**src/sv/bully_leader_election_macros.svh**
```systemverilog
// assertion helpers used by ble_queue
`ifndef BULLY_LEADER_ELECTION_MACROS_SVH
`define BULLY_LEADER_ELECTION_MACROS_SVH

// same-cycle implication, sampled on clk, off while rst_n is low
`define BLE_ASSERT_NOW(label, ante, cons) \
    label: assert property (@(posedge clk) disable iff (!rst_n) (ante) |-> (cons)) \
        else $error("bully_leader_election: assertion failed");

// next-cycle implication, sampled on clk, off while rst_n is low
`define BLE_ASSERT_NEXT(label, ante, cons) \
    label: assert property (@(posedge clk) disable iff (!rst_n) (ante) |=> (cons)) \
        else $error("bully_leader_election: assertion failed");

`endif

```
**src/sv/ble_pkg.sv**
```systemverilog
package ble_pkg;

    localparam int ID_W        = 4;
    localparam int MS_W        = 16;
    localparam int SEQ_W       = 31;
    localparam int TIMER_W     = 32;
    localparam int LAG_W       = 17;
    localparam int CFG_IDX_W   = 2;
    localparam int CFG_DATA_W  = 16;
    localparam int FLAGS_W     = 3;

    localparam int MAX_NODES_DEF   = 16;
    localparam int QUEUE_DEPTH_DEF = 2;

    localparam logic [LAG_W-1:0] LAG_MAX = {LAG_W{1'b1}};

    localparam logic [ID_W-1:0]       MY_ID_RST          = 4'd0;
    localparam logic [MS_W-1:0]       BULLY_TIMEOUT_RST  = 16'd1000;
    localparam logic [MS_W-1:0]       SERVER_TIMEOUT_RST = 16'd5;

    // election flag bit positions
    localparam int FLAG_ELECTING = 0;
    localparam int FLAG_BULLIED  = 1;
    localparam int FLAG_TO_LEAD  = 2;

    localparam logic [CFG_IDX_W-1:0] CFG_MY_ID          = 2'd0;
    localparam logic [CFG_IDX_W-1:0] CFG_BULLY_TIMEOUT  = 2'd1;
    localparam logic [CFG_IDX_W-1:0] CFG_SERVER_TIMEOUT = 2'd2;

    typedef enum logic [2:0] {
        FUNC_TICK     = 3'd0,
        FUNC_WORLD    = 3'd1,
        FUNC_ELECTION = 3'd2,
        FUNC_BULLY    = 3'd3,
        FUNC_LEADER   = 3'd4
    } func_t;

    typedef enum logic [2:0] {
        ACT_NONE       = 3'd0,
        ACT_ELECTION   = 3'd1,
        ACT_BULLY      = 3'd2,
        ACT_LEADER_ALL = 3'd3,
        ACT_NEW_SERVER = 3'd4,
        ACT_SELF_LEAD  = 3'd5,
        ACT_WORLD_OK   = 3'd6
    } act_t;

    // everything one input item produces, up to two result words
    typedef struct packed {
        act_t            act0;
        act_t            act1;
        logic            two;
        logic [ID_W-1:0] target;
        logic [ID_W-1:0] leader;
        logic            lost;
    } desc_t;

    typedef struct packed {
        logic full;
        logic empty;
    } q_status_t;

endpackage

```
**src/sv/ble_front.sv**
```systemverilog
module ble_front #(
    parameter int MAX_NODES = ble_pkg::MAX_NODES_DEF
) (
    input  logic                           clk,
    input  logic                           rst_n,
    input  logic                           cfg_we,
    input  logic [ble_pkg::CFG_IDX_W-1:0]  cfg_index,
    input  logic [ble_pkg::CFG_DATA_W-1:0] cfg_data,
    input  logic                           in_valid,
    output logic                           in_ready,
    input  logic [2:0]                     func,
    input  logic [ble_pkg::MS_W-1:0]       elapsed_ms,
    input  logic [ble_pkg::ID_W-1:0]       sender_id,
    input  logic [ble_pkg::SEQ_W-1:0]      seq_number,
    input  ble_pkg::q_status_t             q_status,
    output logic                           push,
    output ble_pkg::desc_t                 push_desc
);
    import ble_pkg::*;

    localparam int BEST_W = $clog2(MAX_NODES + 1);
    localparam int CMP_W  = ID_W + 1;
    localparam logic [BEST_W-1:0] BEST_RST = BEST_W'(MAX_NODES);

    logic [ID_W-1:0]           my_id_reg;
    logic [MS_W-1:0]           bully_timeout_reg;
    logic [MS_W-1:0]           server_timeout_reg;

    logic [ID_W-1:0]           server_node_reg, server_node_next;
    logic [LAG_W-1:0]          lag_reg, lag_next;
    logic signed [TIMER_W-1:0] no_resp_reg, no_resp_next;
    logic signed [TIMER_W-1:0] bully_wait_reg, bully_wait_next;
    logic signed [TIMER_W-1:0] nack_reg, nack_next;
    logic [BEST_W-1:0]         best_reg, best_next;
    logic [FLAGS_W-1:0]        flags_reg, flags_next;
    logic [SEQ_W-1:0]          last_seq_reg, last_seq_next;

    logic                      accept;
    logic signed [TIMER_W-1:0] bt_load;

    // saturating countdown at the most negative timer value
    function automatic logic signed [TIMER_W-1:0] sat_down(
        input logic signed [TIMER_W-1:0] t,
        input logic [MS_W-1:0]           ms
    );
        logic [TIMER_W:0] diff;
        begin
            diff = {t[TIMER_W-1], t} - {{(TIMER_W+1-MS_W){1'b0}}, ms};
            if (diff[TIMER_W] != diff[TIMER_W-1])
            begin
                sat_down = {1'b1, {(TIMER_W-1){1'b0}}};
            end
            else
            begin
                sat_down = diff[TIMER_W-1:0];
            end
        end
    endfunction

    assign in_ready = !q_status.full;
    assign accept   = in_valid && in_ready;
    assign bt_load  = {{(TIMER_W-MS_W){1'b0}}, bully_timeout_reg};

    always_ff @(posedge clk or negedge rst_n)
    begin
        if (!rst_n)
        begin
            my_id_reg          <= MY_ID_RST;
            bully_timeout_reg  <= BULLY_TIMEOUT_RST;
            server_timeout_reg <= SERVER_TIMEOUT_RST;
        end
        else if (cfg_we)
        begin
            case (cfg_index)
                CFG_MY_ID:          my_id_reg          <= cfg_data[ID_W-1:0];
                CFG_BULLY_TIMEOUT:  bully_timeout_reg  <= cfg_data[MS_W-1:0];
                CFG_SERVER_TIMEOUT: server_timeout_reg <= cfg_data[MS_W-1:0];
                default:            ;
            endcase
        end
    end

    always_comb
    begin
        logic [LAG_W:0]  lag_sum;
        logic            start;
        logic [1:0]      n;
        logic [CMP_W-1:0] sender_x;
        logic [CMP_W-1:0] best_x;

        server_node_next = server_node_reg;
        lag_next         = lag_reg;
        no_resp_next     = no_resp_reg;
        bully_wait_next  = bully_wait_reg;
        nack_next        = nack_reg;
        best_next        = best_reg;
        flags_next       = flags_reg;
        last_seq_next    = last_seq_reg;

        push_desc        = '0;
        push_desc.act0   = ACT_NONE;
        push_desc.act1   = ACT_NONE;
        n                = 2'd0;
        start            = 1'b0;
        lag_sum          = {1'b0, lag_reg} + {{(LAG_W+1-MS_W){1'b0}}, elapsed_ms};
        sender_x         = {1'b0, sender_id};
        best_x           = CMP_W'(best_reg);

        if (accept)
        begin
            case (func_t'(func))
                FUNC_TICK:
                begin
                    bully_wait_next = sat_down(bully_wait_reg, elapsed_ms);
                    no_resp_next    = sat_down(no_resp_reg, elapsed_ms);
                    nack_next       = sat_down(nack_reg, elapsed_ms);
                    lag_next        = lag_sum[LAG_W] ? LAG_MAX : lag_sum[LAG_W-1:0];
                    start = (lag_next > {1'b0, server_timeout_reg}) &&
                            !flags_reg[FLAG_ELECTING];
                    push_desc.lost = start;
                    if (start)
                    begin
                        flags_next[FLAG_ELECTING] = 1'b1;
                        no_resp_next   = bt_load;
                        best_next      = BEST_RST;
                        push_desc.act0 = ACT_ELECTION;
                        n              = 2'd1;
                    end
                    if (flags_next[FLAG_ELECTING])
                    begin
                        if (!flags_next[FLAG_BULLIED] && !flags_next[FLAG_TO_LEAD] &&
                            (no_resp_next[TIMER_W-1] || no_resp_next == '0))
                        begin
                            if (n == 2'd0) push_desc.act0 = ACT_LEADER_ALL;
                            else           push_desc.act1 = ACT_LEADER_ALL;
                            n = n + 2'd1;
                            nack_next = bt_load;
                            flags_next[FLAG_TO_LEAD] = 1'b1;
                        end
                        else if (flags_next[FLAG_BULLIED] && bully_wait_next[TIMER_W-1])
                        begin
                            if (n == 2'd0) push_desc.act0 = ACT_ELECTION;
                            else           push_desc.act1 = ACT_ELECTION;
                            n = n + 2'd1;
                            no_resp_next = bt_load;
                            best_next    = BEST_RST;
                            flags_next[FLAG_ELECTING] = 1'b1;
                            flags_next[FLAG_BULLIED]  = 1'b0;
                        end
                        else if (flags_next[FLAG_TO_LEAD] && nack_next[TIMER_W-1])
                        begin
                            // to_lead only stands while electing, so no start precedes
                            push_desc.act0 = ACT_LEADER_ALL;
                            push_desc.act1 = ACT_SELF_LEAD;
                            n          = 2'd2;
                            nack_next  = bt_load;
                            flags_next = '0;
                        end
                    end
                end
                FUNC_WORLD:
                begin
                    lag_next = '0;
                    if (sender_id == server_node_reg && seq_number > last_seq_reg)
                    begin
                        last_seq_next  = seq_number;
                        push_desc.act0 = ACT_WORLD_OK;
                        n              = 2'd1;
                    end
                end
                FUNC_ELECTION:
                begin
                    lag_next = '0;
                    if (sender_id > my_id_reg)
                    begin
                        push_desc.act0   = ACT_BULLY;
                        push_desc.act1   = ACT_ELECTION;
                        push_desc.target = sender_id;
                        n                = 2'd2;
                        flags_next[FLAG_ELECTING] = 1'b1;
                        no_resp_next = bt_load;
                        best_next    = BEST_RST;
                    end
                end
                FUNC_BULLY:
                begin
                    lag_next        = '0;
                    bully_wait_next = bt_load;
                    flags_next[FLAG_BULLIED] = 1'b1;
                    flags_next[FLAG_TO_LEAD] = 1'b0;
                end
                FUNC_LEADER:
                begin
                    lag_next = '0;
                    if (sender_id > my_id_reg)
                    begin
                        push_desc.act0   = ACT_BULLY;
                        push_desc.target = sender_id;
                        n                = 2'd1;
                    end
                    else if (sender_x < best_x)
                    begin
                        best_next = BEST_W'(sender_id);
                    end
                    else if (sender_x == best_x)
                    begin
                        flags_next       = '0;
                        server_node_next = sender_id;
                        push_desc.act0   = ACT_NEW_SERVER;
                        push_desc.leader = sender_id;
                        n                = 2'd1;
                    end
                end
                default: ;
            endcase
        end

        push_desc.two = (n == 2'd2);
        push          = accept && (n != 2'd0);
    end

    always_ff @(posedge clk or negedge rst_n)
    begin
        if (!rst_n)
        begin
            server_node_reg <= '0;
            lag_reg         <= '0;
            no_resp_reg     <= '0;
            bully_wait_reg  <= '0;
            nack_reg        <= '0;
            best_reg        <= BEST_RST;
            flags_reg       <= '0;
            last_seq_reg    <= '0;
        end
        else
        begin
            server_node_reg <= server_node_next;
            lag_reg         <= lag_next;
            no_resp_reg     <= no_resp_next;
            bully_wait_reg  <= bully_wait_next;
            nack_reg        <= nack_next;
            best_reg        <= best_next;
            flags_reg       <= flags_next;
            last_seq_reg    <= last_seq_next;
        end
    end

endmodule

```
**src/sv/ble_queue.sv**
```systemverilog
`include "bully_leader_election_macros.svh"

module ble_queue #(
    parameter int DEPTH = ble_pkg::QUEUE_DEPTH_DEF
) (
    input  logic               clk,
    input  logic               rst_n,
    input  logic               push,
    input  ble_pkg::desc_t     push_desc,
    input  logic               pop,
    output ble_pkg::desc_t     head,
    output ble_pkg::q_status_t status
);
    import ble_pkg::*;

    localparam int PTR_W = (DEPTH > 1) ? $clog2(DEPTH) : 1;
    localparam int CNT_W = $clog2(DEPTH + 1);
    localparam logic [PTR_W-1:0] PTR_LAST = PTR_W'(DEPTH - 1);
    localparam logic [CNT_W-1:0] CNT_FULL = CNT_W'(DEPTH);

    desc_t            slots_reg [DEPTH];
    logic [PTR_W-1:0] wr_ptr_reg, wr_ptr_next;
    logic [PTR_W-1:0] rd_ptr_reg, rd_ptr_next;
    logic [CNT_W-1:0] count_reg, count_next;

    assign head         = slots_reg[rd_ptr_reg];
    assign status.full  = (count_reg == CNT_FULL);
    assign status.empty = (count_reg == '0);

    always_comb
    begin
        wr_ptr_next = wr_ptr_reg;
        rd_ptr_next = rd_ptr_reg;
        count_next  = count_reg;
        if (push)
        begin
            wr_ptr_next = (wr_ptr_reg == PTR_LAST) ? '0 : wr_ptr_reg + 1'b1;
        end
        if (pop)
        begin
            rd_ptr_next = (rd_ptr_reg == PTR_LAST) ? '0 : rd_ptr_reg + 1'b1;
        end
        if (push && !pop)
        begin
            count_next = count_reg + 1'b1;
        end
        else if (pop && !push)
        begin
            count_next = count_reg - 1'b1;
        end
    end

    always_ff @(posedge clk)
    begin
        if (push)
        begin
            slots_reg[wr_ptr_reg] <= push_desc;
        end
    end

    always_ff @(posedge clk or negedge rst_n)
    begin
        if (!rst_n)
        begin
            wr_ptr_reg <= '0;
            rd_ptr_reg <= '0;
            count_reg  <= '0;
        end
        else
        begin
            wr_ptr_reg <= wr_ptr_next;
            rd_ptr_reg <= rd_ptr_next;
            count_reg  <= count_next;
        end
    end

    `BLE_ASSERT_NOW(a_no_push_full, push, !status.full)
    `BLE_ASSERT_NOW(a_no_pop_empty, pop, !status.empty)
    `BLE_ASSERT_NEXT(a_count_up, push && !pop, count_reg == $past(count_reg) + 1'b1)
    `BLE_ASSERT_NOW(a_ptrs_meet, status.empty || status.full, wr_ptr_reg == rd_ptr_reg)

endmodule

```
**src/sv/ble_back.sv**
```systemverilog
module ble_back (
    input  logic                     clk,
    input  logic                     rst_n,
    input  ble_pkg::desc_t           head,
    input  ble_pkg::q_status_t       q_status,
    output logic                     pop,
    output logic                     out_valid,
    input  logic                     out_ready,
    output logic [2:0]               action,
    output logic [ble_pkg::ID_W-1:0] target_id,
    output logic [ble_pkg::ID_W-1:0] leader_id,
    output logic                     server_lost,
    output logic                     last
);
    import ble_pkg::*;

    logic            valid_reg, valid_next;
    logic            idx_reg, idx_next;
    act_t            act_reg;
    logic [ID_W-1:0] target_reg;
    logic [ID_W-1:0] leader_reg;
    logic            lost_reg;
    logic            last_reg;

    logic            load;
    logic            fire;
    act_t            cur_act;
    logic            cur_last;

    assign load     = !valid_reg || out_ready;
    assign fire     = load && !q_status.empty;
    assign cur_act  = idx_reg ? head.act1 : head.act0;
    assign cur_last = !(head.two && !idx_reg);
    // head leaves the queue with its final word
    assign pop      = fire && cur_last;

    always_comb
    begin
        valid_next = valid_reg;
        idx_next   = idx_reg;
        if (load)
        begin
            valid_next = !q_status.empty;
        end
        if (fire)
        begin
            idx_next = !cur_last;
        end
    end

    always_ff @(posedge clk or negedge rst_n)
    begin
        if (!rst_n)
        begin
            valid_reg <= 1'b0;
            idx_reg   <= 1'b0;
        end
        else
        begin
            valid_reg <= valid_next;
            idx_reg   <= idx_next;
        end
    end

    always_ff @(posedge clk)
    begin
        if (fire)
        begin
            act_reg    <= cur_act;
            target_reg <= (cur_act == ACT_BULLY) ? head.target : '0;
            leader_reg <= (cur_act == ACT_NEW_SERVER) ? head.leader : '0;
            lost_reg   <= head.lost;
            last_reg   <= cur_last;
        end
    end

    assign out_valid   = valid_reg;
    assign action      = act_reg;
    assign target_id   = target_reg;
    assign leader_id   = leader_reg;
    assign server_lost = lost_reg;
    assign last        = last_reg;

endmodule

```
**src/sv/bully_leader_election.sv**
```systemverilog
// channel   direction  handshake             words
// cfg       in         cfg_we                cfg_index, cfg_data
// in        in         in_valid / in_ready   func, elapsed_ms, sender_id, seq_number
// out       out        out_valid / out_ready action, target_id, leader_id, server_lost, last
//
// one input word accepted per cycle while the event queue has room; state updates
// in the cycle of acceptance, so a word's effect is seen by the very next word
// each input word yields zero, one or two result words; the output register drains
// one result per cycle while out_ready is high, so a two-result word gives its results in turn
// first result goes from the queue slot written at the accepting edge to the output
// register, which loads when it is empty or out_ready is high
// reset returns config to its defaults and resets election state, timers and the
// queue; out_ready low fills the QUEUE_DEPTH-entry queue and then drops in_ready
module bully_leader_election #(
    parameter int MAX_NODES   = ble_pkg::MAX_NODES_DEF,
    parameter int QUEUE_DEPTH = ble_pkg::QUEUE_DEPTH_DEF
) (
    input  logic                           clk,
    input  logic                           rst_n,
    input  logic                           cfg_we,
    input  logic [ble_pkg::CFG_IDX_W-1:0]  cfg_index,
    input  logic [ble_pkg::CFG_DATA_W-1:0] cfg_data,
    input  logic                           in_valid,
    output logic                           in_ready,
    input  logic [2:0]                     func,
    input  logic [ble_pkg::MS_W-1:0]       elapsed_ms,
    input  logic [ble_pkg::ID_W-1:0]       sender_id,
    input  logic [ble_pkg::SEQ_W-1:0]      seq_number,
    output logic                           out_valid,
    input  logic                           out_ready,
    output logic [2:0]                     action,
    output logic [ble_pkg::ID_W-1:0]       target_id,
    output logic [ble_pkg::ID_W-1:0]       leader_id,
    output logic                           server_lost,
    output logic                           last
);
    import ble_pkg::*;

    q_status_t q_status;
    logic      push;
    logic      pop;
    desc_t     push_desc;
    desc_t     head;

    ble_front #(
        .MAX_NODES (MAX_NODES)
    ) u_front (
        .clk        (clk),
        .rst_n      (rst_n),
        .cfg_we     (cfg_we),
        .cfg_index  (cfg_index),
        .cfg_data   (cfg_data),
        .in_valid   (in_valid),
        .in_ready   (in_ready),
        .func       (func),
        .elapsed_ms (elapsed_ms),
        .sender_id  (sender_id),
        .seq_number (seq_number),
        .q_status   (q_status),
        .push       (push),
        .push_desc  (push_desc)
    );

    ble_queue #(
        .DEPTH (QUEUE_DEPTH)
    ) u_queue (
        .clk       (clk),
        .rst_n     (rst_n),
        .push      (push),
        .push_desc (push_desc),
        .pop       (pop),
        .head      (head),
        .status    (q_status)
    );

    ble_back u_back (
        .clk         (clk),
        .rst_n       (rst_n),
        .head        (head),
        .q_status    (q_status),
        .pop         (pop),
        .out_valid   (out_valid),
        .out_ready   (out_ready),
        .action      (action),
        .target_id   (target_id),
        .leader_id   (leader_id),
        .server_lost (server_lost),
        .last        (last)
    );

endmodule

```
**config.mk**
```make
export PLATFORM = sky130hd
export DESIGN_NAME = bully_leader_election
export DESIGN_NICKNAME = d
export VERILOG_FILES = /design/src/sv/ble_pkg.sv /design/src/sv/ble_front.sv /design/src/sv/ble_queue.sv /design/src/sv/ble_back.sv /design/src/sv/bully_leader_election.sv
export VERILOG_INCLUDE_DIRS = /design/src /design/src/sv
export SDC_FILE = /design/constraint.sdc
export NUM_CORES = 1
export LEC_CHECK = 0
export BUFFER_PORTS_ARGS = -buffer_cell sky130_fd_sc_hd__buf_2
export CAP_MARGIN = 30
export CORE_AREA = 3 3 256 258
export CTS_CLUSTER_DIAMETER = 150
export CTS_CLUSTER_SIZE = 16
export DETAILED_ROUTE_END_ITERATION = 10
export DIE_AREA = 0 0 259 261
export PLACE_DENSITY = 0.38
export REMOVE_ABC_BUFFERS = 1
export SLEW_MARGIN = 10
export SYNTH_ARGS = -nofsm -noshare
export SYNTH_HDL_FRONTEND = slang
export SYNTH_SLANG_ARGS = --single-unit
```
**constraint.sdc**
```tcl
create_clock -name clk -period 5 [get_ports clk]
set_input_delay 0.5 -clock clk [delete_from_list [all_inputs] [get_ports clk]]
set_output_delay 0.5 -clock clk [all_outputs]
set_load 0.02 [all_outputs]
```
==> metrics.yaml, run 1 <==
critical_path:
  crit_top_cell: "o211ai_1"
  r2r-start: "u_front.lag_reg[4]"
  max_stage_delay_ns: 0.50
  critPathMaxFanout: 6
  path_delay_family: "simple AND/OR/NAND/NOR gates"
  ff2ff_path_depth: 21
  crit_path_start: "u_front.lag_reg[4]"
  cp_cell_sequence: "ha_4 -> or4_1 -> o211ai_1 -> o211ai_1 -> nand2_1 -> o21ai_2 -> and2_4 -> or2_2 -> ha_1 -> a21oi_1 -> nor2_1 -> a211oi_1 -> o211ai_1 -> nand2b_4 -> buf_4 -> o221ai_4 -> a211o_1 -> o32a_4 -> and3_4 -> or4_4 -> a31oi_4"
  crit_cells: 21
  path_buf_inv: 1
  arrival_ns: 5.58
  cp.required_ns: 5.46
  worstSetupPathType: "flip-flop to flip-flop"
  cp-end-kind: "flip-flop"
  cpMaxStageDelayCell: "or4_4"
  timing.rr.end: "u_front.nack_reg[15]"
  cp-start-kind: "flip-flop"
  reg2reg_slack_ns: -0.12
yosys:
  synthXorXnorAreaFrac_pct: 3.60
  ys_ff_latch: 243
  yosys.area_share.simple_pct: 17.3
  yosysUniqueCellTypes: 86
  synth_top_family_by_area: "compound AO/OA/AOI/OAI gates"
  synth-compound-area-share_pct: 20.1
  synth_area_um2: 15800
  synth_edf_count: 45
  netlist_instances: 1714
  postSynth.asyncResetShare_pct: 81.5
  yosys_warnings: 0
  ys_seq_area_share_pct: 39.9
  synth.area.mux_share_pct: 4.36
  synthAdderAreaFrac_pct: 10.2
  syn_avg_cell_area_um2: 9.24
  synth_flop_cell: "dfrtp_1"
finish:
  area_growth_pct: 31.4
  final_cells: 2938
  diodes: 0
  finalInstanceArea_um2: 20800
  fin_nets: 2283
  layout-drive-gt1-share_pct: 28.9
clock_network:
  holdBufCountCts: 0
  cts_tree: "built"
  clk_pin_slew_ns: 0.08
  clk_latency_ns: 0.56
  cts_root_buffer: "clkbuf_16"
  htreeDepth: 1
  cts_buffers: 19
  clkSinkCount: 243
  cts_buffer_depth: 3
placed_design:
  gp_congestion: 0.857
  hpwl_um: 40500
  dp.cells: 2875
  placed_area_um2: 19300
  placement.io_buffers: 91
global_routing:
  grt-ovfl-total: 0
  grt_pass1_wl_um: 83000
  antenna_found_initial: 0
  grt_pass1_vias: 14395
  grt_max_degree: 108
  gr-usage-all-layers_pct: 15.6
detailed_routing:
  drt_pass1_iterations: 5
  drt_iter0_markers: 867
  wirelength_um: 53800
  viasPerCell: 4.82
  vias: 14154
  wl_per_cell_um: 18.3
  drc: 0
  ant_nets: 0
sta:
  setup_tns_ns: -0.632
  rsz0062_at_grt: "true"
  hold_violations: 0
  skew_ns: 0.0408
  fin_crit_sh_pct: 102
  period_minus_slack_ns: 5.12
  fmax_ghz: 0.195
  worst_slack_ns: -0.116
  setup_viol: 14
  worst_pin_slew_ns: 0.917
  finalMaxSlewViolations: 0
  slew_headroom_pct: 38.9
pwr:
  power.total_mw: 13.1
  power_leakage_nw: 9.44
  power_density_nw_per_um2: 629
  ir_drop_mv: 0.387
die:
  ios: 92
  rows: 92
  coreArea_um2: 63200
  die_w_um: 259
  dieArea_um2: 67600
  initial_core_util_pct: 25.0
  dieHeight_um: 261
run:
  cap_violations: 0
worst_hold_path:
  hold_path.class: "input pin to asynchronous set/reset pin"
outcome:
  violations: "setup timing"
  status: "finished, violations left"
## Yosys cell counts (all sizes together) (15+ instances only)
master  instances  area [um^2]
mux2           42          473
nor3           45          225
nand2         179          672
a21oi          93          465
and2           16          100
inv           113          424
a21o           33          248
nand3          33          170
edfxtp         45         1350
nand4          25          156
xnor2          42          368
xor2           23          201
ha            123         1540
or4            16          120
or2            15         93.8
a22o           23          201
a31oi          31          194
mux2i          15          150
nand2b         29          184
or3            27          179
o21ai         152          764
clkbuf         58          218
nor4           16          121
dfrtp         189         4730
nor2          109          409
## cells in the final DEF (no fill, tap or decap), types with 23 or more instances in the layout
cell / instances
nand4_1: 25
a31oi_1: 25
nand2_1: 170
nand3_1: 31
nor3_1: 40
o21ai_0: 131
edfxtp_1: 45
nor2_1: 99
nand2b_1: 27
buf_2: 90
a22o_1: 23
xnor2_1: 41
ha_1: 115
xor2_1: 23
buf_4: 295
a21o_1: 33
dfrtp_1: 189
inv_1: 112
mux2_2: 42
a21oi_1: 83
or3_1: 24
## worst register-to-register path, cell delays in order (launching register included)
cell	delay (ns)
dfrtp_1	0.42
ha_4	0.23
or4_1	0.47
o211ai_1	0.16
o211ai_1	0.20
nand2_1	0.14
o21ai_2	0.08
and2_4	0.20
or2_2	0.32
ha_1	0.30
a21oi_1	0.14
nor2_1	0.06
a211oi_1	0.31
o211ai_1	0.20
nand2b_4	0.16
buf_4	0.15
o221ai_4	0.13
a211o_1	0.27
o32a_4	0.21
and3_4	0.22
or4_4	0.50
a31oi_4	0.18
## repair_timing
action | CTS | global route
setup endpoints to repair | 114 | 112
cloned | 4 | 1
pin swaps | 24 | 50
buffers inserted | 13 | 15
gates resized for setup | 52 | 97
## where the power goes
group	total (mW)	internal (mW)	switching, mW
logic	8.53	4.14	4.38
registers	3.00	2.54	0.460
clock network	1.55	0.739	0.811
total	13.1	7.42	5.65
## kinds of logic (layout without fill, tap and decap cells)
logic type / Yosys count / count (layout)
flops: 243 / 243
buf+inv: 180 / 556
xor+xnor: 65 / 65
compound gates: 489 / 489
simple gates: 550 / 552
fa+ha+maj: 127 / 127
mux: 60 / 60
## how the worst max path moves through the flow
stage / endpoint
after detailed placement: u_front.nack_reg[3]
after CTS: u_front.nack_reg[15]
final: u_front.nack_reg[15]
after floorplan: u_queue.slots_reg[1][0]
after global placement: u_front.nack_reg[3]
after global routing: u_front.nack_reg[22]
## metrics by stage
step                      worst slack, ns  hold slack, ns  util (%)
final                              -0.116          0.0285      32.9
after global routing               -0.352          0.0797      32.9
after CTS                          -0.219          0.0552      32.1
after detailed placement           -0.988           0.471      30.6
after global placement             -0.947           0.461      30.6
after floorplan                    -0.459           0.204         -
## metal layers
metal / routed length, um / vias to the layer above / track usage (%) / part of all wire, %
li1: - / 6997 / - / -
met1: 26300 / 6905 / 22.2 / 49
met2: 25100 / 212 / 26.0 / 47
met3: 1550 / 40 / 1.53 / 2.9
met4: 843 / 0 / 2.66 / 1.6
met5: 0 / - / 0 / 0
## final cells by class
class / count / area, um^2
clock buffer: 32 / 534
clock inverter: 2 / 25.0
fill: 6605 / 42400
inverter: 114 / 428
multi-input combinational: 1293 / 9420
sequential: 243 / 6320
tap: 846 / 1060
timing repair buffer: 408 / 3020
No activity file was read; power rests on OpenSTA's default activity.
==> run 2: changes to the inputs <==
BUFFER_PORTS_ARGS = unset   (was -buffer_cell sky130_fd_sc_hd__buf_2)
DONT_BUFFER_PORTS = 1   (was unset)
PLACE_DENSITY = 0.39   (was 0.38)
==> metrics.yaml, run 2 (same netlist as run 1, synthesis figures left out) <==
outcome:
  status: "finished, violations left"  # unchanged
  violations: "setup timing"  # unchanged
critical_path:
  cp.required_ns: 5.45  # was 5.46 ns
  crit_top_cell: "buf_4"  # was o211ai_1
  timing.rr.end: "u_front.nack_reg[15]"  # unchanged
  critPathMaxFanout: 7  # was 6
  cpMaxStageDelayCell: "or4_4"  # unchanged
  endpoint: "u_front.nack_reg[15]"  # unchanged
  cp-start-kind: "flip-flop"  # unchanged
  arrival_ns: 5.62  # was 5.58 ns
  reg2reg_slack_ns: -0.17  # was -0.12 ns
  cp-end-kind: "flip-flop"  # unchanged
  max_stage_delay_ns: 0.47  # was 0.50 ns
  r2r-start: "u_front.lag_reg[2]"  # was u_front.lag_reg[4]
  worstSetupPathType: "flip-flop to flip-flop"  # unchanged
  crit_path_start: "u_front.lag_reg[2]"  # was u_front.lag_reg[4]
  ff2ff_path_depth: 27  # was 21
placed_design:
  gp_congestion: 0.850  # was 0.857
  placement.io_buffers: 0  # was 91
  hpwl_um: 38700  # was 40,500 um
  placed_area_um2: 18600  # was 19,300 um^2
clock_network:
  clkSinkCount: 243  # unchanged
  cts_buffers: 19  # unchanged
  cts_buffer_depth: 3  # unchanged
  clk_pin_slew_ns: 0.10  # was 0.08 ns
  htreeDepth: 1  # unchanged
  cts_tree: "built"  # unchanged
  cts_root_buffer: "clkbuf_16"  # unchanged
  clk_latency_ns: 0.56  # about the same
finish:
  multi_input_area_um2: 9630  # was 9420 um^2
  n_fill_cell: 6504  # was 6,605
  seq_area_um2: 6320  # unchanged
  finalInstanceArea_um2: 20600  # was 20,800 um^2
  layout-drive-gt1-share_pct: 27.1  # was 28.9%
  diodes: 0  # unchanged
  fin_nets: 2184  # was 2,283
  final_common_cell: "buf_4"  # unchanged
  area_growth_pct: 30.1  # was 31.4%
  final_cell_mix: "buf_4 (272), dfrtp_1 (189), nand2_1 (171)"  # was buf_4 (295), dfrtp_1 (189), nand2_1 (170)
die:
  die_w_um: 259  # unchanged
  rows: 92  # unchanged
  initial_core_util_pct: 25.0  # unchanged
  dieHeight_um: 261  # unchanged
  dieArea_um2: 67600  # unchanged
  ios: 92  # unchanged
  coreArea_um2: 63200  # unchanged
detailed_routing:
  wirelength_um: 53200  # was 53,800 um
  viasPerCell: 4.87  # was 4.82
  drt-met1-wl_um: 25000  # was 26,300 um
  drt_pass1_iterations: 5  # unchanged
  met2WireLength_um: 24200  # was 25,100 um
  drc: 0  # unchanged
  top_layer_used: "met5"  # was met4
  wl_per_cell_um: 18.7  # was 18.3 um
  drt_iter0_markers: 685  # was 867
  ant_nets: 0  # unchanged
  vias: 13839  # was 14,154
  dr_wl_met3_um: 2650  # was 1550 um
sta:
  setup_viol: 53  # was 14
  slew_headroom_pct: 25.4  # was 38.9%
  fmax_ghz: 0.193  # was 0.195 GHz
  rsz0062_at_grt: "true"  # unchanged
  setup_tns_ns: -5.15  # was -0.632 ns
  skew_ns: 0.0502  # was 0.0408 ns
  worst_slack_ns: -0.171  # was -0.116 ns
  fin_crit_sh_pct: 103  # was 102%
  worst_pin_slew_ns: 1.12  # was 0.917 ns
  holdWs_ns: 0.0353  # was 0.0285 ns
  hold_violations: 0  # unchanged
  period_minus_slack_ns: 5.17  # was 5.12 ns
  finalMaxSlewViolations: 0  # unchanged
pwr:
  power_density_nw_per_um2: 647  # was 629 nW/um^2
  power_leakage_nw: 9.11  # was 9.44 nW
  power.total_mw: 13.3  # was 13.1 mW
  ir_drop_mv: 0.305  # was 0.387 mV
global_routing:
  grt_pass1_wl_um: 81400  # was 83,000 um
  gr-usage-all-layers_pct: 15.3  # was 15.6%
  grt_pass1_vias: 13900  # was 14,395
  antenna_found_initial: 1  # was 0
  grt-ovfl-total: 0  # unchanged
  grt_max_degree: 199  # was 108
worst_hold_path:
  hold_path.class: "input pin to asynchronous set/reset pin"  # unchanged
run:
  cap_violations: 0  # unchanged
run 2: cell count changes in the layout (fill, tap and decap cells not counted), moves of 9 or more:
| cell | before | now |
|---|---|---|
| o21ai_2 | 8 | 17 |
| nor3_1 | 40 | 31 |
| o21ai_0 | 131 | 100 |
| buf_2 | 90 | 0 |
| buf_6 | 11 | 23 |
| buf_4 | 295 | 272 |
| o21ai_1 | 11 | 33 |
run 2: worst min-delay path by stage:
stage	to	cells past startpoint
3_5_place_dp	u_front.bully_wait_reg[20]	0
6_report	u_front.bully_wait_reg[9]	1
3_3_place_gp	u_front.bully_wait_reg[20]	0
2_1_floorplan	u_back.idx_reg	0
5_1_grt	u_front.last_seq_reg[13]	2
4_1_cts	u_front.bully_wait_reg[20]	0
run 2: final cells by class:
| cell class | count | area share (%) |
|---|---|---|
| sequential | 243 | 30.7 |
| timing repair buffer | 310 | 12.6 |
| multi-input combinational | 1292 | 46.8 |
| clock inverter | 2 | 0.122 |
| inverter | 114 | 2.08 |
| tap | 846 | 5.14 |
| clock buffer | 32 | 2.55 |
run 2: what timing repair did:
action                                  in CTS  in global routing
pin swaps                                   38                 73
gates cloned                                 6                  2
setup buffers                               27                 31
endpoints found under the setup margin     115                113
gates resized for setup                     73                165
hold endpoints to repair                   198                198
run 2: critical path, delay by kind of cell, from the launching register on:
family                   cells  cell delay (ns)
AND/OR/NAND/NOR              4             0.87
flip-flops                   1             0.42
adder cells (fa/ha/maj)      1             0.30
buffers and inverters       15             1.87
AO/OA/AOI/OAI                7             1.60
run 2: layer usage:
metal | track usage, % | up-vias
li1 | - | 6790
met1 | 20.8 | 6742
met3 | 3.15 | 59
met2 | 25.1 | 246
met5 | 0 | -
met4 | 3.68 | 2
run 2: metrics by stage:
stage / util [%] / std cells / worst slack [ns]
3_3_place_gp: 29.4 / 2744 / -0.779
5_1_grt: 32.6 / 2839 / -0.396
6_report: 32.6 / 2839 / -0.171
3_5_place_dp: 29.4 / 2746 / -0.843
2_1_floorplan: - / 1648 / -0.459
4_1_cts: 31.3 / 2812 / -0.204
run 2: power breakdown:
group          internal (mW)  switching [mW]
logic                   4.27            4.43
registers               2.54           0.538
clock network          0.726           0.813
